--- src/rtl/core/odf_pkg.sv ---
// ----------------------------------------------------------------------------
// odf_pkg
// Shared widths, stream layout and helper functions for the operator
// dominance filter.
// ----------------------------------------------------------------------------
`default_nettype none

package odf_pkg;

	localparam int DEF_MAX_OPS   = 64;
	localparam int DEF_MAX_PRE   = 5;
	localparam int DEF_PROP_BITS = 16;

	localparam int IN_PROP_W = 16;
	localparam int CNT_W     = 3;
	localparam int COST_W    = 31;
	localparam int OUT_IDX_W = 6;

	// input beat layout
	localparam int IN_CNT_LSB  = 16;
	localparam int IN_PRE_LSB  = 19;
	localparam int IN_COST_LSB = 99;
	localparam int IN_DATA_W   = 136;
	localparam int OUT_DATA_W  = 8;

	localparam int FIFO_DEPTH = 4;

	typedef struct packed {
		logic full;
		logic empty;
	} q_status_t;

	function automatic int prop_w(input int prop_bits);
		return (prop_bits < IN_PROP_W) ? prop_bits : IN_PROP_W;
	endfunction

	// stored record: effect, preconditions, count, cost (lowest first)
	function automatic int store_w(input int max_pre, input int pw);
		return pw + max_pre * pw + CNT_W + COST_W;
	endfunction

endpackage

`default_nettype wire

--- src/rtl/core/odf_front.sv ---
// ----------------------------------------------------------------------------
// odf_front
// Input side: takes beats, masks ids, clears unused preconditions and
// packs a record for the queue.
// ----------------------------------------------------------------------------
`default_nettype none

module odf_front #(
	parameter int MAX_PRE   = odf_pkg::DEF_MAX_PRE,
	parameter int PROP_BITS = odf_pkg::DEF_PROP_BITS,
	localparam int PW       = odf_pkg::prop_w(PROP_BITS),
	localparam int REC_W    = odf_pkg::store_w(MAX_PRE, PW) + 1
) (
	input  wire logic                           s_axis_tvalid,
	output logic                                s_axis_tready,
	// effect_id, pre_count, pre_a, pre_b, pre_c, pre_d, pre_e, op_cost
	input  wire logic [odf_pkg::IN_DATA_W-1:0]  s_axis_tdata,
	input  wire logic                           s_axis_tlast,
	input  wire odf_pkg::q_status_t             q_status,
	output logic                                q_push,
	output logic [REC_W-1:0]                    q_wdata
);

	logic [odf_pkg::CNT_W-1:0]    cnt;
	logic [MAX_PRE-1:0][PW-1:0]   pre;
	logic                         testable;

	assign cnt      = s_axis_tdata[odf_pkg::IN_CNT_LSB +: odf_pkg::CNT_W];
	assign testable = cnt <= odf_pkg::CNT_W'(MAX_PRE);

	always_comb begin
		for (int i = 0; i < MAX_PRE; i++) begin
			if (testable && (odf_pkg::CNT_W'(i) < cnt)) begin
				pre[i] = s_axis_tdata[odf_pkg::IN_PRE_LSB + i * odf_pkg::IN_PROP_W +: PW];
			end else begin
				pre[i] = '0;
			end
		end
	end

	assign q_wdata = {s_axis_tlast,
		s_axis_tdata[odf_pkg::IN_COST_LSB +: odf_pkg::COST_W],
		cnt, pre, s_axis_tdata[PW-1:0]};

	assign s_axis_tready = !q_status.full;
	assign q_push        = s_axis_tvalid && !q_status.full;

endmodule

`default_nettype wire

--- config.mk ---
export PLATFORM = sky130hd
export DESIGN_NAME = odf_front
export DESIGN_NICKNAME = d
export VERILOG_FILES = /design/src/rtl/core/odf_pkg.sv /design/src/rtl/core/odf_front.sv
export SDC_FILE = /design/constraint.sdc
export NUM_CORES = 1
export LEC_CHECK = 0
export BUFFER_PORTS_ARGS = -buffer_cell sky130_fd_sc_hd__buf_2
export CAP_MARGIN = 30
export CELL_PAD_IN_SITES_DETAIL_PLACEMENT = 1
export CELL_PAD_IN_SITES_GLOBAL_PLACEMENT = 1
export CORE_AREA = 2 2 107 109
export DETAILED_ROUTE_END_ITERATION = 7
export DIE_AREA = 0 0 109 111
export GPL_TIMING_DRIVEN = 1
export PLACE_DENSITY = 0.82
export SLEW_MARGIN = 20
export SYNTH_ARGS = -nofsm -noshare
export SYNTH_HDL_FRONTEND = slang
export SYNTH_SLANG_ARGS = --single-unit
--- constraint.sdc ---
create_clock -name vclk -period 1.5
set_input_delay 0.075 -clock vclk [all_inputs]
set_output_delay 0.075 -clock vclk [all_outputs]
set_load 0.02 [all_outputs]
# Word-level counts from Yosys, hierarchy flattened
# Index checks and enable logic that the tools add are counted.
# classes
n_reduce_logical	7
shifts	0
n_bitwise	0
n_eq_ne	0
n_mul	0
order_cmp	6
div_mod_pow	0
muxes	5
n_addsub	0
# ops
operator	n
$mux 16	5
$logic_and 1x1->1	6
$lt 1x3->1 const A	2
$lt 2x3->1 const A	2
$le 3x3->1 const B	1
$lt 3x3->1 const A	1
$logic_not 1->1	1
# word_totals
mem_bits_rw	0
output_inout_bits	133
inputBits	140
rom_bits	0
mem_count	0
ff_bits	0
latch_bits	0

# Longest topological paths before layout
# logic_depth
ltp_word	3
depth_mapped	8
ltp_nobuf	4

# Worst setup path after synthesis
# OpenSTA, ideal clock, no wires.
# synth_timing
path_type	input to output
startpoint	in s_axis_tdata[18] (netlist name)
endpoint	out q_wdata[48]
t_required_ns	1.425
path_stages	6
path_slack_ns	-0.074
t_arrival_ns	1.499
cell_sequence	clkbuf_1 > inv_1 > ha_1 > nor2b_1 > buf_6 > nor4b_1
# synth_via
elab_chain_len	3
word_cells_on_any_way	4
# synth_lines
item	line_no	source
start, declared	odf_front.sv:17	input wire logic [odf_pkg::IN_DATA_W-1:0] s_axis_tdata,
$le 3x3->1 / $lt 2x3->1 (equally long branches)	odf_front.sv:29, odf_front.sv:33	
$logic_and 1x1->1 (*)	odf_front.sv:33	if (testable && (odf_pkg::CNT_W'(i) < cnt)) begin
$mux 16 (*)	odf_front.sv:33	
end, declared	odf_front.sv:21	output logic [REC_W-1:0] q_wdata
# Every way passes the cells marked *; elsewhere a longest branch is shown, timed or not.

# Worst setup path in the final report
# layout_timing
startpoint	in s_axis_tdata[17] (netlist name)
endpoint	out q_wdata[23]
# layout_via
elab_chain_len	3
word_cells_on_any_way	4
# layout_lines
item	line_no
$le 3x3->1 / $lt 1x3->1 (equally long branches)	odf_front.sv:29, odf_front.sv:33
$logic_and 1x1->1 (*)	odf_front.sv:33
$mux 16 (*)	odf_front.sv:33
# Marks and branches as above.

==> run_results.csv <==
group,metric,value,unit
outcome,status,"complete, no violations",
timing,slew_headroom,0.6453,
detailed_routing,wl_met2,2779,um
timing,final-max-slew-violation-count,0,
synth,synthSimpleGateAreaFrac,0.5853,
floorplanning,die_w,109,um
synth,seq_area_frac_synth,0,
synth,netlist_instances,157,
finish,n_clock_buffer,0,
floorplanning,dieArea,12100,um2
placement,gp_congestion,0.6707,
detailed_routing,vias,1501,
synth,yosysTopAreaCell,"buf_4",
placement,portBuffers,170,
synth,syn-num-nets,301,
floorplanning,top_level_ports,273,
synth,synth_mux_area_frac,0,
finish,seq_cells,0,
finish,regArea,0,um2
detailed_routing,antenna_left,0,
timing,worstMarginPinSlew,0.5309,ns
synth,synth_compound_area_frac,0,
synth,avgSynthCellArea,8.456,um2
timing,fmax,716.6,MHz
power,total_power,0.0006617,W
finish,finalInstanceArea,1944,um2
placement,dpl.hpwl,4509,um
finish,final_nets,412,
synth,synthTopCellsByCount,"51 x buf_4, 32 x and2_1, 16 x and4b_1",
synth,synth_top_area_share,0.2884,
synth,yosys_warnings,0,
detailed_routing,routedWlPerCell,12.88,um
detailed_routing,drt_iter0_drc,65,
detailed_routing,drt_first_pass_iters,4,
flow_run,maxCapViolations,0,
clock_tree,hold_buffers,0,
power,p_leak,1.119,nW
timing,tns,0,ns
finish,postLayoutCoreUtil,0.1755,
timing,setup_viol,0,
timing,rsz0062_at_grt,"no",
detailed_routing,dr_wl_met3,446,um
floorplanning,start_util,0.1198,
power,ir_drop,0.07551,mV
finish,syn2layout_area_growth,46.47,%
grt,first_global_vias,1517,
synth,synth_adder_area_share,0.03770,
grt,grt_pass1_wl,7424,um
grt,grt_max_degree,27,
min_path,hold_path_depth,0,
grt,grt_remaining_overflow,0,
setup_path,critPathRequiredTime,1.42,ns
timing,period_share,0.9304,
floorplanning,die_h,111,um
detailed_routing,drc,0,
setup_path,startpoint_type,"primary input",
timing,hold_viol,0,
finish,instances_no_fill,409,
min_path,min_from,"s_axis_tdata[121]",
setup_path,worstPathArrival,1.32,ns
timing,layout_min_cycle_time,1.396,ns
floorplanning,rows,39,
min_path,min_path_type,"in -> out",
finish,drive_above_1_share,0.7481,
synth,synth_top_family_by_area,"simple AND/OR/NAND/NOR gates",
finish,diodes,0,
grt,antenna_found_initial,0,
synth,netlist_area,1328,um2
detailed_routing,top_layer_used,"met4",
power,power_density,340.3,nW/um2
placement,placed_cell_area,1936,um2
setup_path,cp_max_fo,16,
detailed_routing,wl,5268,um
setup_path,crit_type,"in -> out",
setup_path,worstSetupStartpoint,"s_axis_tdata[17]",
synth,synth-xor-area-share,0,
detailed_routing,via_per_inst,3.670,
synth,yosysUniqueCellTypes,17,
synth,synthTopCellsByArea,"buf_4 29%, and2_1 15%, and4b_1 12%",
floorplanning,coreArea,11080,um2
placement,placed_cells,409,
synth,yosysMostFrequentCell,"buf_4",
setup_path,worstSetupEndpointType,"output pin",
grt,grt_usage,0.07568,
detailed_routing,wirelength_met1,1926,um
per-layer routing:
| layer | vias up | global-route usage |
|---|---|---|
| li1 | 702 | - |
| met1 | 693 | 0.07889 |
| met2 | 88 | 0.1524 |
| met3 | 18 | 0.01058 |
| met4 | 0 | 0.01880 |
| met5 | - | 0 |
where the power goes:
group / leakage, nW / switching, W / internal [W] / total [W]
registers: 0 / 0 / 0 / 0
logic: 1.12 / 0.000375 / 0.000287 / 0.000662
clock network: 0 / 0 / 0 / 0
through the flow:
step,worst slack [ns],hold slack (ns)
floorplan,-0.07424,0.2266
global placement,-0.03376,0.1501
detailed placement,-0.09633,0.1501
CTS,0.06173,0.1501
global route,0.0001232,0.1500
finish,0.1044,0.1500
critical path, stage by stage:
cell	delay, ns
buf_2	0.13
inv_1	0.08
ha_1	0.24
nor2b_4	0.49
nor3b_1	0.11
buf_2	0.18
final cells by class:
| type | count | area [um2] |
|---|---|---|
| tap | 143 | 178.9 |
| inverter | 3 | 11.26 |
| fill | 1384 | 9133 |
| timing repair buffer | 175 | 917.1 |
| multi-input combinational | 88 | 837.1 |
worst paths after layout:
path	to	slack, ns
setup / recovery	q_wdata[23]	0.10
hold / removal	q_wdata[121]	0.15
cell families (layout without fill, tap and decap cells):
logic type | after synthesis | after routing
adders and majority gates | 4 | 4
and+or+nand+nor | 84 | 84
buffers and inverters | 69 | 178
cells in the final DEF, fill, tap and decap left out, types with 2 or more instances in the layout:
master and instances:
buf_2 170, ha_1 3, buf_12 2, nor4b_2 9, and2_1 32, and4b_1 16, nor2b_4 2, nor3b_2 10
nor3b_1 6, nor4b_1 6, inv_1 3, buf_4 2
what timing repair did:
action / 4_1_cts / 5_1_grt
gates resized for setup: 1 / 1
setup endpoints to repair: 16 / 16
pin swaps: 0 / 0
buffers inserted: 0 / 0
(Power assumes the default switching activity.)
