`src/rtl/core/odf_pkg.sv`:
```
// ----------------------------------------------------------------------------
// odf_pkg
// Shared widths, stream layout and helper functions for the operator
// dominance filter.
// ----------------------------------------------------------------------------
`default_nettype none

package odf_pkg;

	localparam int DEF_MAX_OPS   = 64;
	localparam int DEF_MAX_PRE   = 5;
	localparam int DEF_PROP_BITS = 16;

	localparam int IN_PROP_W = 16;
	localparam int CNT_W     = 3;
	localparam int COST_W    = 31;
	localparam int OUT_IDX_W = 6;

	// input beat layout
	localparam int IN_CNT_LSB  = 16;
	localparam int IN_PRE_LSB  = 19;
	localparam int IN_COST_LSB = 99;
	localparam int IN_DATA_W   = 136;
	localparam int OUT_DATA_W  = 8;

	localparam int FIFO_DEPTH = 4;

	typedef struct packed {
		logic full;
		logic empty;
	} q_status_t;

	function automatic int prop_w(input int prop_bits);
		return (prop_bits < IN_PROP_W) ? prop_bits : IN_PROP_W;
	endfunction

	// stored record: effect, preconditions, count, cost (lowest first)
	function automatic int store_w(input int max_pre, input int pw);
		return pw + max_pre * pw + CNT_W + COST_W;
	endfunction

endpackage

`default_nettype wire

```
`src/rtl/core/odf_fifo.sv`:
```
// ----------------------------------------------------------------------------
// odf_fifo
// Short first-word-fall-through queue between the input side and the
// evaluation engine.
// ----------------------------------------------------------------------------
`default_nettype none

module odf_fifo #(
	parameter int W     = 8,
	parameter int DEPTH = odf_pkg::FIFO_DEPTH,
	localparam int AW   = (DEPTH > 1) ? $clog2(DEPTH) : 1,
	localparam int CW   = $clog2(DEPTH + 1)
) (
	input  wire logic                 clk,
	input  wire logic                 arst_n,
	input  wire logic                 push,
	input  wire logic [W-1:0]         wdata,
	input  wire logic                 pop,
	output logic [W-1:0]              rdata,
	output odf_pkg::q_status_t        status
);

	logic [W-1:0]  mem_q [DEPTH];
	logic [AW-1:0] wptr_q;
	logic [AW-1:0] rptr_q;
	logic [CW-1:0] cnt_q;

	assign status.full  = cnt_q == CW'(DEPTH);
	assign status.empty = cnt_q == '0;
	assign rdata        = mem_q[rptr_q];

	always_ff @(posedge clk) begin
		if (push) begin
			mem_q[wptr_q] <= wdata;
		end
	end

	always_ff @(posedge clk or negedge arst_n) begin
		if (!arst_n) begin
			wptr_q <= '0;
			rptr_q <= '0;
			cnt_q  <= '0;
		end else begin
			if (push) begin
				wptr_q <= (wptr_q == AW'(DEPTH - 1)) ? '0 : wptr_q + AW'(1);
			end
			if (pop) begin
				rptr_q <= (rptr_q == AW'(DEPTH - 1)) ? '0 : rptr_q + AW'(1);
			end
			if (push && !pop) begin
				cnt_q <= cnt_q + CW'(1);
			end else if (pop && !push) begin
				cnt_q <= cnt_q - CW'(1);
			end
		end
	end

endmodule

`default_nettype wire

```
`config.mk`:
```
export PLATFORM = sky130hd
export DESIGN_NAME = odf_fifo
export DESIGN_NICKNAME = d
export VERILOG_FILES = /design/src/rtl/core/odf_pkg.sv /design/src/rtl/core/odf_fifo.sv
export SDC_FILE = /design/constraint.sdc
export NUM_CORES = 1
export LEC_CHECK = 0
export BUFFER_PORTS_ARGS = -buffer_cell sky130_fd_sc_hd__buf_2
export CAP_MARGIN = 20
export CORE_MARGIN = 1
export CORE_UTILIZATION = 35
export CTS_CLUSTER_SIZE = 10
export DETAILED_ROUTE_END_ITERATION = 16
export GPL_TIMING_DRIVEN = 1
export PLACE_DENSITY = 0.59
export SYNTH_ARGS = -nofsm -noshare
export SYNTH_HDL_FRONTEND = slang
export SYNTH_SLANG_ARGS = --single-unit
```
`constraint.sdc`:
```
create_clock -name clk -period 1.6 [get_ports clk]
set_clock_uncertainty 0.15 [all_clocks]
set_input_delay 0.32 -clock clk [delete_from_list [all_inputs] [get_ports clk]]
set_output_delay 0.32 -clock clk [all_outputs]
set_load 0.02 [all_outputs]
```
# After elaboration in Yosys (flattened, before gate mapping)
# Memories as Yosys holds them, arrays and structs flattened.
# Cells that the tools add are included.
[totals]
register_bits = 7
ram_bits = 32
inputBits = 12
out_inout_bits = 10
word_cells = 23
mem_count = 1
[mem_list]
columns = ["memory", "depth", "width", "read_ports", "rd_ports_with_merged_regs", "write_ports", "line_no", "text"]
rows = [
  ["mem_q", 4, 8, 1, 0, 1, "odf_fifo.sv:23", "logic [W-1:0] mem_q [DEPTH];"],
]
[classes]
add_sub_neg = 4
eq_ne = 3
n_mux = 6
reduce_logical = 6
[op_table]
columns = ["operator", "count"]
rows = [
  ["3-bit two-way mux", 2],
  ["2-bit by 1-bit adder with 2-bit output (second input constant)", 2],
  ["2-bit equality test (second input constant)", 2],
  ["2-bit two-way mux", 2],
  ["3-bit by 1-bit adder with 3-bit output (second input constant)", 1],
  ["3-bit equality test (second input constant)", 1],
  ["3-bit logical NOT", 1],
  ["3-bit by 1-bit subtractor with 3-bit output (second input constant)", 1],
  ["1-bit logical AND", 2],
  ["1-bit logical NOT", 2],
  ["1-bit two-way mux", 2],
  ["2-bit nonzero test", 1],
]

# Longest topological paths before layout
[logic_depth]
depth_word = 4
mapped_depth = 7
mapped_depth_nobuf = 7

# Worst setup path after synthesis
# Ideal clock, no wire load.
[synth_timing]
path_type = "reg2out"
startpoint = "register rptr_q[0]"
endpoint = "output rdata[0]"
arrival_ns = 1.078
required_time_ns = 1.130
setup_slack_ns = 0.052
stages_incl_launch_ff = 3
n_path_buf = 1
cell_sequence = "dfrtp_1 buf_6 mux4_2"
[synth_between]
elab_chain_len = 1
[synth_rtl]
columns = ["item", "line_no", "text"]
rows = [
  ["start: declaration", "odf_fifo.sv:25", "logic [AW-1:0] rptr_q;"],
  ["start signal: assignment", "odf_fifo.sv:48", "rptr_q <= (rptr_q == AW'(DEPTH - 1)) ? '0 : rptr_q + AW'(1);"],
  ["memory read 4 x 8 bit", "n/a", ""],
  ["end: declaration", "odf_fifo.sv:19", "output logic [W-1:0] rdata,"],
]
# No other way between the ends.

# Worst setup path after layout
[layout_timing]
startpoint = "register rptr_q[0]"
endpoint = "output rdata[2]"
# Same word-level chain as after synthesis.

==> flow_summary.ini <==
[status]
outcome = finished, violations left
violations = setup timing

[cts]
cts-buffers-inserted = 5
clock_path_buffers = 2
clock_sinks = 39
clock_latency_ps = 290
cts_tree = done
clk_pin_slew_ps = 70
htree_levels = 2
cts.root.buffer_cell = clkbuf_8

[global_routing]
grt-ovfl-total = 0
grt_max_degree = 13
first_global_vias = 810
gr-usage-all-layers_pct = 12.8
antenna_found_initial = 0
grt_pass1_wl_um = 3970

[route]
wl_per_cell_um = 15.3
routed_wirelength_um = 2610
drc = 0
vias_per_cell = 4.72
first_pass_iters = 4
ant_nets = 0
drtIter0Drc = 29
vias = 807

[hold_path]
hold_depth = 1
hold_path_startpoint = wdata[7]
min_to = mem_q[2][7]$_DFFE_PP_
hold_path_class = in -> reg

[worst_setup_path]
reg2reg_slack_ps = 110
cpPeakStageDelay_ps = 500
worstPathRequired_ps = 1130
path_delay_family = multiplexers
crit_fanout = 4
reg2reg_to = cnt_q[2]$_DFFE_PN0P_
critPathSlowestCell = mux4_2
path_class = reg -> out
cp_data_arrival_time_ps = 1520
start_kind = flop
r2r_cells = 4
crit_chain = clkbuf_16, mux4_2, buf_6
cp.buffers_inverters = 2
r2r_start = cnt_q[0]$_DFFE_PN0P_
critPathCaptureType = output pin

[placement]
numPortBuffers = 21
placed_area_um2 = 1820
gp_congestion = 0.664
dp_hpwl_um = 1870
pre_cts_ws_ps = -136
place_inst = 160

[power_and_ir_drop]
powerDensity_nw_per_um2 = 1880
p_total_mw = 3.88
vdd_drop_max_v = 0.000857
total_leakage_power_nw = 0.803

[synthesis]
synth_seq_cells = 39
seq_area_frac_synth_pct = 72.4
yosysUniqueCellTypes = 18
synth.cell_area_um2 = 1570
yosysWarnings = 0
synthCells = 79
syn-mean-instance-area_um2 = 19.9
syn_nets = 98

[cells_and_area]
finalInstanceArea_um2 = 2070
nets = 139
layout_common_cells = 32 x edfxtp_1, 12 x buf_2, 12 x buf_4, 9 x buf_6, 8 x mux4_2
areaGrowthSynthToFinish_pct = 31.6
drive_gt1_share_pct = 47.1
stdcell_count = 171
diodes = 0
finish.utilization_pct = 49.8
layout_commonest_cell = edfxtp_1

[timing]
drv_slew = 0
setup_viol_count_final = 8
hold_viol = 0
fin_crit_ps = 1990
worst_slack_ps = -393
period_share_pct = 125
rsz0062_at_grt = true
slew_headroom_pct = 71.2
tightestPinTransition_ps = 433
fmax_mhz = 502

[floorplanning]
coreArea_um2 = 4140
start_util_pct = 37.9
rows = 23
fp.dieW_um = 69.0
die-area_um2 = 4760
die_y_um = 69.0
io_pins = 22

[job]
cap_viol_max_count = 0
-- layer usage --
layer	vias to the layer above	part of all wire [%]	global-route usage [%]
met5	-	0	0
met3	8	4.8	4.93
met4	0	3.1	7.65
met2	23	50	20.5
met1	394	42	14.5
li1	382	-	-
-- state kept, by name, indices dropped and copies added, names as in the netlist --
register / cells
cnt_q: 3
mem_q: 32
rptr_q: 2
wptr_q: 2
-- area by class of cell --
type / count / area (um^2)
clock buffer: 6 / 72.6
sequential: 39 / 1140
fill: 349 / 2080
multi-input combinational: 33 / 407
tap: 50 / 62.6
clock inverter: 2 / 60.1
timing repair buffer: 36 / 307
inverter: 5 / 18.8
-- how the worst max path moves through the flow --
stage | end | start | depth (start not counted)
after floorplan | rdata[0] | rptr_q[0]$_DFFE_PN0P_ | 2
after global placement | rdata[3] | rptr_q[0]$_DFFE_PN0P_ | 3
after detailed placement | cnt_q[2]$_DFFE_PN0P_ | pop | 8
after CTS | rdata[3] | rptr_q[0]$_DFFE_PN0P_ | 3
after global routing | rdata[2] | rptr_q[0]$_DFFE_PN0P_ | 3
final | rdata[2] | rptr_q[0]$_DFFE_PN0P_ | 3
-- per-stage QoR --
step                      setup TNS [ps]  hold WS, ps
final                              -2960         89.5
after CTS                          -3050         80.3
after detailed placement            -676         11.2
after global placement              -457         9.06
after floorplan                        0         -126
after global routing               -3360         80.4
-- Yosys cell counts (all sizes together) --
library cell / count / area, um^2
nor2: 2 / 7.51
xnor2: 1 / 8.76
inv: 5 / 18.8
mux2: 3 / 33.8
dfrtp: 7 / 175
nor3b: 1 / 7.51
mux4: 8 / 180
fa: 1 / 20.0
edfxtp: 32 / 961
nor3: 1 / 5.00
nand3: 1 / 5.00
nand2: 1 / 3.75
xor2: 2 / 17.5
buf: 2 / 16.3
o21ai: 2 / 10.0
ha: 6 / 75.1
and2: 4 / 25.0
-- timing repair --
| item | CTS | global route |
|---|---|---|
| endpoints found under the setup margin | 9 | 10 |
| pin swaps | 0 | 2 |
| gates resized for setup | 0 | 22 |
| hold buffers | 1 | 0 |
| gates cloned | 0 | 1 |
| hold endpoints to repair | 7 | 0 |
| buffers inserted | 1 | 0 |
-- power by group --
part	switching [mW]	internal (mW)
clock network	0.328	0.623
logic	0.607	0.810
registers	0.175	1.34
-- logic make-up (layout without fill, tap and decap cells) --
logic type | after synthesis | count (layout) | share of synthesized area [%]
adders and majority gates | 7 | 7 | 6.06
AOI/OAI and AO/OA | 2 | 2 | 0.637
and+or+nand+nor | 10 | 10 | 3.43
DFF | 39 | 39 | 72.4
buffers and inverters | 7 | 49 | 2.23
muxes | 11 | 11 | 13.6
xor gates and xnor gates | 3 | 3 | 1.67
Note: power is estimated with default switching activity, not from simulation.
